--- config.mk ---
export PLATFORM = sky130hd
export DESIGN_NAME = bshs_ctrl
export DESIGN_NICKNAME = d
export VERILOG_FILES = /design/src/rtl/core/bshs_pkg.sv /design/src/rtl/core/bshs_ctrl.sv
export SDC_FILE = /design/constraint.sdc
export NUM_CORES = 1
export LEC_CHECK = 0
export ABC_AREA = 1
export BUFFER_PORTS_ARGS = -buffer_cell sky130_fd_sc_hd__buf_2
export CAP_MARGIN = 20
export CORE_AREA = 2 2 39 41
export CTS_CLUSTER_SIZE = 8
export DETAILED_ROUTE_END_ITERATION = 12
export DIE_AREA = 0 0 41 43
export PLACE_DENSITY = 0.59
export SLEW_MARGIN = 20
export SYNTH_ARGS = -nofsm -noshare
export SYNTH_HDL_FRONTEND = slang
export SYNTH_SLANG_ARGS = --single-unit
--- constraint.sdc ---
create_clock -name clock -period 1.2 [get_ports clock]
set_input_delay 0.18 -clock clock [delete_from_list [all_inputs] [get_ports clock]]
set_output_delay 0.18 -clock clock [all_outputs]
set_load 0.1 [all_outputs]
--- src/rtl/core/bshs_pkg.sv ---
`default_nettype none
// ----------------------------------------------------------------------------
// bshs_pkg
// Shared constants, request/response payloads and the command/status
// bundles between the lookup controller and its datapath.
// ----------------------------------------------------------------------------
package bshs_pkg;

   // entry array depth and derived widths
   localparam int ENTRY_DEPTH = 1024;
   localparam int ENTRY_AW    = $clog2(ENTRY_DEPTH);
   // walk address holds start + count (at most 3070) or any address of the array
   localparam int WALK_W      = (ENTRY_AW + 1 > 12) ? ENTRY_AW + 1 : 12;

   // fixed field widths
   localparam int BUCKETS      = 256;
   localparam int BUCKET_AW    = 8;
   localparam int BUCKET_SHIFT = 24;
   localparam int KEY_W        = 32;
   localparam int POS_W        = 10;
   localparam int FIRST_W      = 10;
   localparam int SIZE_W       = 11;
   localparam int IDX_W        = 10;
   localparam int FUNC_W       = 2;

   // request function codes
   localparam logic [FUNC_W-1:0] FUNC_LOAD_BUCKET = 2'd0;
   localparam logic [FUNC_W-1:0] FUNC_LOAD_ENTRY  = 2'd1;
   localparam logic [FUNC_W-1:0] FUNC_SEARCH      = 2'd2;

   // request payload
   typedef struct packed {
      logic [FUNC_W-1:0]    func;
      logic [BUCKET_AW-1:0] bucket_index;
      logic [FIRST_W-1:0]   bucket_first;
      logic [SIZE_W-1:0]    bucket_size;
      logic [IDX_W-1:0]     entry_index;
      logic [KEY_W-1:0]     entry_hash;
      logic [POS_W-1:0]     entry_position;
      logic [KEY_W-1:0]     search_key;
   } bshs_req_type;

   // response payload
   typedef struct packed {
      logic             found;
      logic [POS_W-1:0] position;
   } bshs_rsp_type;

   // controller to datapath commands
   typedef struct packed {
      logic capture;    // latch the search key
      logic wr_bucket;  // write bucket descriptor from the request
      logic wr_entry;   // write entry from the request
      logic bkt_rd;     // read descriptor of the key's bucket
      logic walk_init;  // start walk from the descriptor
      logic ent_rd;     // read entry at the walk address
      logic step;       // advance walk by one entry
      logic rsp_load;   // load the response register
      logic rsp_hit;    // response is a hit on the current entry
   } bshs_cmd_type;

   // datapath to controller status
   typedef struct packed {
      logic walk_done;  // bucket exhausted or address past the array
      logic hit;        // entry hash equals key
      logic past;       // entry hash above key
   } bshs_stat_type;

   // controller states, one-hot
   typedef enum logic [4:0] {
      ST_IDLE = 5'b00001,
      ST_BKT  = 5'b00010,
      ST_CHK  = 5'b00100,
      ST_CMP  = 5'b01000,
      ST_FIN  = 5'b10000
   } bshs_state_type;

endpackage
`default_nettype wire

--- src/rtl/core/bshs_ctrl.sv ---
`default_nettype none
// ----------------------------------------------------------------------------
// bshs_ctrl
// Request sequencer: decodes the function, steps the bucket walk and
// owns the response valid flag.
// ----------------------------------------------------------------------------
module bshs_ctrl (
   input  wire                           clock,
   input  wire                           reset,
   input  wire                           req_valid,
   output logic                          req_ready,
   input  wire  [bshs_pkg::FUNC_W-1:0]   req_func,
   output logic                          rsp_valid,
   input  wire                           rsp_ready,
   output bshs_pkg::bshs_cmd_type        cmd,
   input  bshs_pkg::bshs_stat_type       stat
);
   import bshs_pkg::*;

   bshs_state_type state_ff, state_in;
   logic           hit_ff, hit_in;
   logic           rsp_valid_ff, rsp_valid_in;
   logic           slot_free;

   assign slot_free = !rsp_valid_ff || rsp_ready;
   assign req_ready = state_ff == ST_IDLE;
   assign rsp_valid = rsp_valid_ff;

   // next state and commands
   always_comb begin
      state_in = state_ff;
      hit_in   = hit_ff;
      cmd      = '0;
      case (state_ff)
         ST_IDLE: begin
            if (req_valid) begin
               cmd.capture = 1'b1;
               hit_in      = 1'b0;
               case (req_func)
                  FUNC_LOAD_BUCKET: begin
                     cmd.wr_bucket = 1'b1;
                     state_in      = ST_FIN;
                  end
                  FUNC_LOAD_ENTRY: begin
                     cmd.wr_entry = 1'b1;
                     state_in     = ST_FIN;
                  end
                  FUNC_SEARCH: begin
                     cmd.bkt_rd = 1'b1;
                     state_in   = ST_BKT;
                  end
                  default: begin
                     state_in = ST_FIN;
                  end
               endcase
            end
         end
         ST_BKT: begin
            cmd.walk_init = 1'b1;
            state_in      = ST_CHK;
         end
         ST_CHK: begin
            if (stat.walk_done) begin
               state_in = ST_FIN;
            end else begin
               cmd.ent_rd = 1'b1;
               state_in   = ST_CMP;
            end
         end
         ST_CMP: begin
            if (stat.hit) begin
               hit_in   = 1'b1;
               state_in = ST_FIN;
            end else if (stat.past) begin
               state_in = ST_FIN;
            end else begin
               cmd.step = 1'b1;
               state_in = ST_CHK;
            end
         end
         ST_FIN: begin
            if (slot_free) begin
               cmd.rsp_load = 1'b1;
               cmd.rsp_hit  = hit_ff;
               state_in     = ST_IDLE;
            end
         end
         default: begin
            state_in = ST_IDLE;
         end
      endcase
   end

   // response valid flag
   always_comb begin
      rsp_valid_in = rsp_valid_ff;
      if (cmd.rsp_load) begin
         rsp_valid_in = 1'b1;
      end else if (rsp_ready) begin
         rsp_valid_in = 1'b0;
      end
   end

   always_ff @(posedge clock) begin
      if (reset) begin
         state_ff     <= ST_IDLE;
         hit_ff       <= 1'b0;
         rsp_valid_ff <= 1'b0;
      end else begin
         state_ff     <= state_in;
         hit_ff       <= hit_in;
         rsp_valid_ff <= rsp_valid_in;
      end
   end

`ifndef SYNTH
   // a response is never loaded over one still waiting
   a_rsp_no_overwrite: assert property (@(posedge clock) disable iff (reset)
      cmd.rsp_load |-> (!rsp_valid_ff || rsp_ready))
      else $error("response loaded over pending response");

   // an accepted request always leaves idle
   a_accept_leaves_idle: assert property (@(posedge clock) disable iff (reset)
      (req_valid && req_ready) |=> (state_ff != ST_IDLE))
      else $error("accepted request did not start work");

   // a hit response only while the read entry still matches the key
   a_hit_matches: assert property (@(posedge clock) disable iff (reset)
      (cmd.rsp_load && cmd.rsp_hit) |-> stat.hit)
      else $error("hit reported without matching entry");
`endif

endmodule
`default_nettype wire

==> results by group, run 1 <==
Synthesis
  • Syn Nets: 82
  • Synth top area share: 28.9%
  • Post-synthesis sequential area ratio: 28.9%
  • Yosys cell types: 19
  • Post-synth top area cell: dfxtp_1
  • Cell area after synthesis: 484 µm²
  • Synth warn: 0
  • Largest cells by area after synthesis: dfxtp_1, inv_1, nor2_1
  • Syn_area_per_cell: 6.63 µm²
  • Yosys reg bits: 7
  • Post-Synthesis Cells: 73

GRT
  • Largest net degree at the start of global routing: 7
  • Vias in the first global route: 649
  • M3 GR Usage: 5.24%
  • Antenna violations before repair: 0
  • Gr usage total: 22.2%
  • M2 GR Usage: 39.4%
  • Global-route wire length before repair: 2500 µm
  • Grt total ovfl: 0
  • Most used routing layer in global routing: met2
  • Met1 usage in global routing: 20.5%

Clock tree
  • CTS clock-pin slew for the worst setup and hold paths: 0.06 ns
  • CTS buffer count: 3
  • Post-CTS Hold Buffers: 0
  • Htree depth: 1
  • Bufs on Longest Clock Path: 2
  • CTS tree: done
  • CTS Root Buffer Type: clkbuf_4
  • Clk sinks: 7
  • Worst-skew pair later-pin latency: 0.27 ns

STA
  • Max Fclk: 640 MHz
  • Worst Slack Setup Final: -0.363 ns
  • Final min period: 1.56 ns
  • RSZ-0062 raised after global routing: true
  • Slew margin rel.: 85.3%
  • Final Hold Viols: 0
  • Skew final: 0.00470 ns
  • Final Setup Violations: 13
  • Final Max Slew Viols: 0
  • Tightest Pin Transition: 0.219 ns
  • Crit share post-route: 130%

Finish
  • Final non-filler cell total: 131
  • Antenna Diode Count: 0
  • Layout area overhead: 115%
  • Most frequent cells in the layout: buf_4, inv_1, buf_12, nor2_4
  • Most common cell after layout, fill and taps aside: buf_4
  • NumNets Final: 125
  • Layout cells sized above 1: 67.8%

Detailed routing
  • Antenna-violating nets left: 0
  • Vias/cell: 4.86
  • Initial DRC count: 10
  • Pre-Repair DR Iteration Count: 4
  • DR vias: 637
  • WL final: 1770 µm
  • Residual DRC: 0
  • WL per Instance: 13.5 µm

Floorplan
  • Die X-Extent: 41 µm
  • Die Area: 0.00176 mm²
  • Core area: 0.00138 mm²
  • Row Count: 14
  • Die Ht: 43 µm
  • # IOs: 20
  • Initial core utilization: 35.0%

Placed design
  • Detailed Place HPWL: 1190 µm
  • Placer Congestion: 0.756
  • Placed Cells: 120
  • PortBufs: 19

Worst setup path
  • CP endpoint kind: output pin
  • Worst EP arrival: 1.38 ns
  • CP Max Fanout: 3
  • CP startpoint kind: flip-flop
  • CP Class: reg2out
  • Required @ worst endpoint: 1.02 ns

Pwr
  • PD cells: 1070 mW/mm²
  • Leak: 0.466 nW
  • Tot Pwr: 1.12 mW
  • Peak VDD IR: 0.000956 V

Hold path
  • Hold WC Path Type: in2reg

Outcome
  • Status: complete, but fails checks
  • Failing checks: setup timing

Job
  • Max capacitance violation total: 0
==> timing repair <==
action	in CTS	in global routing
resized for setup	8	3
setup endpoints to repair	13	13
pin swaps	5	3
setup buffers	4	3
==> layer usage <==
metal	vias to the layer above	share of wire, %	wire length (µm)
met2	27	55	972
met3	8	5.8	102
li1	307	-	-
met1	295	34	602
met4	0	5.4	96
met5	-	0	0
==> state kept, by name (all words and copies together), names as in the netlist <==
| name | flops |
|---|---|
| rsp_valid | 1 |
| state_ff | 5 |
| hit_ff | 1 |
==> report_power, final <==
group	internal (mW)	leakage (nW)	switching, mW	total [mW]
Sequential	0.247	0.0594	0.0145	0.261
Clock	0.128	0.0150	0.102	0.230
Combinational	0.249	0.392	0.378	0.627
Total	0.624	0.466	0.494	1.12
==> final timing paths <==
| path | from | slack, ns | endpoint | cells after the start |
|---|---|---|---|---|
| worst max register to register | state_ff[0]$_SDFFE_PP1P_ | -0.18 | hit_ff$_SDFFE_PP0P_ | 9 |
| worst min-delay path | stat[2] | 0.15 | state_ff[3]$_SDFFE_PP0P_ | 2 |
| worst max-delay path | state_ff[3]$_SDFFE_PP0P_ | -0.36 | cmd[0] | 5 |
| worst min register to register | hit_ff$_SDFFE_PP0P_ | 0.52 | hit_ff$_SDFFE_PP0P_ | 2 |
==> worst max-delay path, stage by stage (launching register included) <==
cell	delay, ns
dfxtp_2	0.34
nor2_4	0.15
buf_4	0.15
nand3_4	0.10
nor3_4	0.17
buf_12	0.20
==> layout make-up <==
cell class	instances	area, µm²
fillers	100	343
repair buffers	39	414
inverters	18	73.8
flip-flops and latches	7	150
multi-input cells	47	357
well taps	16	20.0
clock buffers	4	26.3
==> stage by stage <==
step | utilization (%) | setup TNS (ns) | hold slack [ns] | area [µm²] | worst slack (ns)
after floorplan | - | -4.13 | 0.235 | 556 | -0.801
after detailed placement | 66.6 | -0.879 | 0.420 | 922 | -0.180
after global placement | 66.6 | -0.490 | 0.410 | 922 | -0.140
after global routing | 75.2 | -4.75 | 0.142 | 1040 | -0.444
final | 75.2 | -3.85 | 0.146 | 1040 | -0.363
after CTS | 72.2 | -3.27 | 0.150 | 1000 | -0.360
==> logic make-up (layout without fill, tap and decap cells) <==
family	after synthesis	in the layout	synth area share (%)
buffers and inverters	19	61	15.5
and+or+nand+nor	43	43	49.9
AOI/OAI and AO/OA	4	4	5.68
DFF	7	7	28.9
==> cell usage after synthesis <==
master / count
nand2_2: 1
inv_1: 15
o21ai_1: 1
a21oi_1: 1
nor4_1: 1
a21oi_2: 2
nor2_4: 3
nor2_2: 5
nand3_4: 1
or2_2: 1
nand3_1: 5
dfxtp_1: 7
nand2_1: 8
nor3_1: 3
nand4_1: 3
inv_2: 3
nor2_1: 11
nand3_2: 1
buf_4: 1
No activity file was read; power rests on OpenSTA's default activity.
==> run 2, diff against run 1 <==
Settings changed: ABC_AREA 1 to 0, CAP_MARGIN 20 to not set, PLACE_DENSITY 0.59 to 0.58.
==> results by group, run 2 <==
GRT
  • Most used routing layer in global routing: met2
  • Grt total ovfl: 0
  • Met1 usage in global routing: 23.0%
  • Antenna violations before repair: 0
  • Largest net degree at the start of global routing: 8
  • Vias in the first global route: 548
  • Gr usage total: 20.7%
  • Global-route wire length before repair: 2360 µm
  • M2 GR Usage: 34.4%
  • M3 GR Usage: 8.38%

STA
  • Crit share post-route: 147%
  • Worst Slack Setup Final: -0.568 ns
  • Final Hold Viols: 0
  • Final Max Slew Viols: 0
  • Skew final: 0.000264 ns
  • RSZ-0062 raised after global routing: true
  • Slew margin rel.: 81.2%
  • Final Setup Violations: 15
  • Max Fclk: 565 MHz
  • Setup_tns: -5.66 ns
  • Final min period: 1.77 ns
  • Fin Hold WS: 0.158 ns
  • Tightest Pin Transition: 0.282 ns

Worst setup path
  • CP Max Fanout: 4
  • CP startpoint kind: flip-flop
  • Required @ worst endpoint: 1.02 ns
  • CP Class: reg2out
  • Worst EP arrival: 1.59 ns
  • Reg2reg start: state_ff[2]$_SDFFE_PP0P_
  • CP endpoint kind: output pin
  • Crit path launch: state_ff[3]$_SDFFE_PP0P_

Floorplan
  • Die X-Extent: 41 µm
  • Initial core utilization: 33.8%
  • Die Ht: 43 µm
  • Row Count: 14
  • Core area: 0.00138 mm²
  • # IOs: 20
  • Die Area: 0.00176 mm²

Clock tree
  • CTS Root Buffer Type: clkbuf_4
  • Htree depth: 1
  • CTS buffer count: 3
  • CTS clock-pin slew for the worst setup and hold paths: 0.05 ns
  • Bufs on Longest Clock Path: 2
  • Clk sinks: 7
  • CTS tree: done
  • Worst-skew pair later-pin latency: 0.26 ns
  • Post-CTS Hold Buffers: 0

Synthesis
  • Post-synth top area cell: dfxtp_1
  • Yosys cell types: 30
  • Post-Synthesis Cells: 54
  • Post-synth EDFFs: 0
  • Ys flop type: dfxtp_1
  • Synth top area share: 29.9%
  • Ys async rst share: 0%
  • Yosys reg bits: 7
  • Cell with the most instances after synthesis: dfxtp_1
  • Synth warn: 0
  • Post-synthesis sequential area ratio: 29.9%
  • Cell area after synthesis: 468 µm²
  • Syn_area_per_cell: 8.67 µm²
  • Largest cells by area after synthesis: dfxtp_1, and2_1, nor4_4
  • Top cells by count, synth: dfxtp_1, nor2_1, and2_1, inv_1, o21ai_0
  • Syn Nets: 63

Finish
  • Most common cell after layout, fill and taps aside: buf_4
  • Largest reg by FF count: state_ff
  • Final non-filler cell total: 110
  • Layout cells sized above 1: 68.1%
  • Finished Core Util: 73.1%
  • Antenna Diode Count: 0
  • Layout Cell Area excl Fill: 0.00101 mm²
  • Most frequent cells in the layout: buf_4, buf_12, buf_2, nor2_1, nor3_4
  • Layout area overhead: 116%
  • NumNets Final: 104
  • Largest register FFs: 5

Detailed routing
  • DR vias: 559
  • Initial DRC count: 14
  • Vias/cell: 5.08
  • WL final: 1420 µm
  • Residual DRC: 0
  • Pre-Repair DR Iteration Count: 4
  • WL per Instance: 12.9 µm
  • Antenna-violating nets left: 0

Hold path
  • Hold WC Path Type: in2reg
  • Hold Crit Start: reset

Placed design
  • DP Area: 885 µm²
  • PortBufs: 19
  • Placed Cells: 99
  • Worst slack at placement: -0.339 ns
  • Placer Congestion: 0.869
  • Detailed Place HPWL: 1080 µm

Pwr
  • Peak VDD IR: 0.000569 V
  • Leak: 0.429 nW
  • Tot Pwr: 0.801 mW
  • PD cells: 793 mW/mm²

Outcome
  • Failing checks: setup timing
  • Status: complete, but fails checks

Job
  • Max capacitance violation total: 0
-- run 2: changes by cell type after synthesis, sizes merged, moves of 2 or more --
cell and change:
inv -14, nor2 -14, nand3 -7, nand2 -6
and2 +4, and3 +3, nand2b +3, nand4 -3
and3b +2, o21ai +2
-- run 2: cell families after synthesis --
| kind of cell | share of synthesized area (%) |
|---|---|
| simple gates | 44.1 |
| compound gates | 16.8 |
| xor+xnor | 1.87 |
| buf+inv | 7.22 |
| flops | 29.9 |
-- run 2: final cells by class --
type | count | area (µm²)
repair buffers | 38 | 414
flip-flops and latches | 7 | 150
multi-input cells | 41 | 382
well taps | 16 | 20.0
clock buffers | 4 | 26.3
inverters | 4 | 18.8
fillers | 104 | 373
-- run 2: final timing paths --
path | to | slack [ns] | cells after the start
hold / removal | rsp_valid$_SDFFE_PP0P_ | 0.16 | 2
setup reg to reg | state_ff[4]$_SDFFE_PP0P_ | -0.36 | 7
setup / recovery | cmd[6] | -0.57 | 5
hold reg to reg | rsp_valid$_SDFFE_PP0P_ | 0.53 | 2
-- run 2: layer usage --
| metal | share of wire (%) | up-vias | wire (µm) |
|---|---|---|---|
| met5 | 0 | - | 0 |
| met4 | 2.3 | 0 | 33 |
| met3 | 5.6 | 4 | 79 |
| met2 | 54 | 19 | 767 |
| met1 | 38 | 263 | 538 |
| li1 | - | 273 | - |
-- run 2: power by group --
part	switching (mW)	internal [mW]	total, mW
Sequential	0.00695	0.236	0.243
Combinational	0.195	0.144	0.340
Clock	0.0913	0.127	0.218
Total	0.294	0.508	0.801
-- run 2: worst max-delay path, stage by stage (launching register included) --
cell and delay, ns:
dfxtp_1 0.30, or3_4 0.39, nand2b_4 0.19, clkinvlp_4 0.09, and3_4 0.19, buf_12 0.17
-- run 2: timing repair --
| action | CTS | global route |
|---|---|---|
| gates resized for setup | 11 | 0 |
| pin swaps | 5 | 6 |
| buffers inserted | 6 | 1 |
| endpoints found under the setup margin | 15 | 16 |
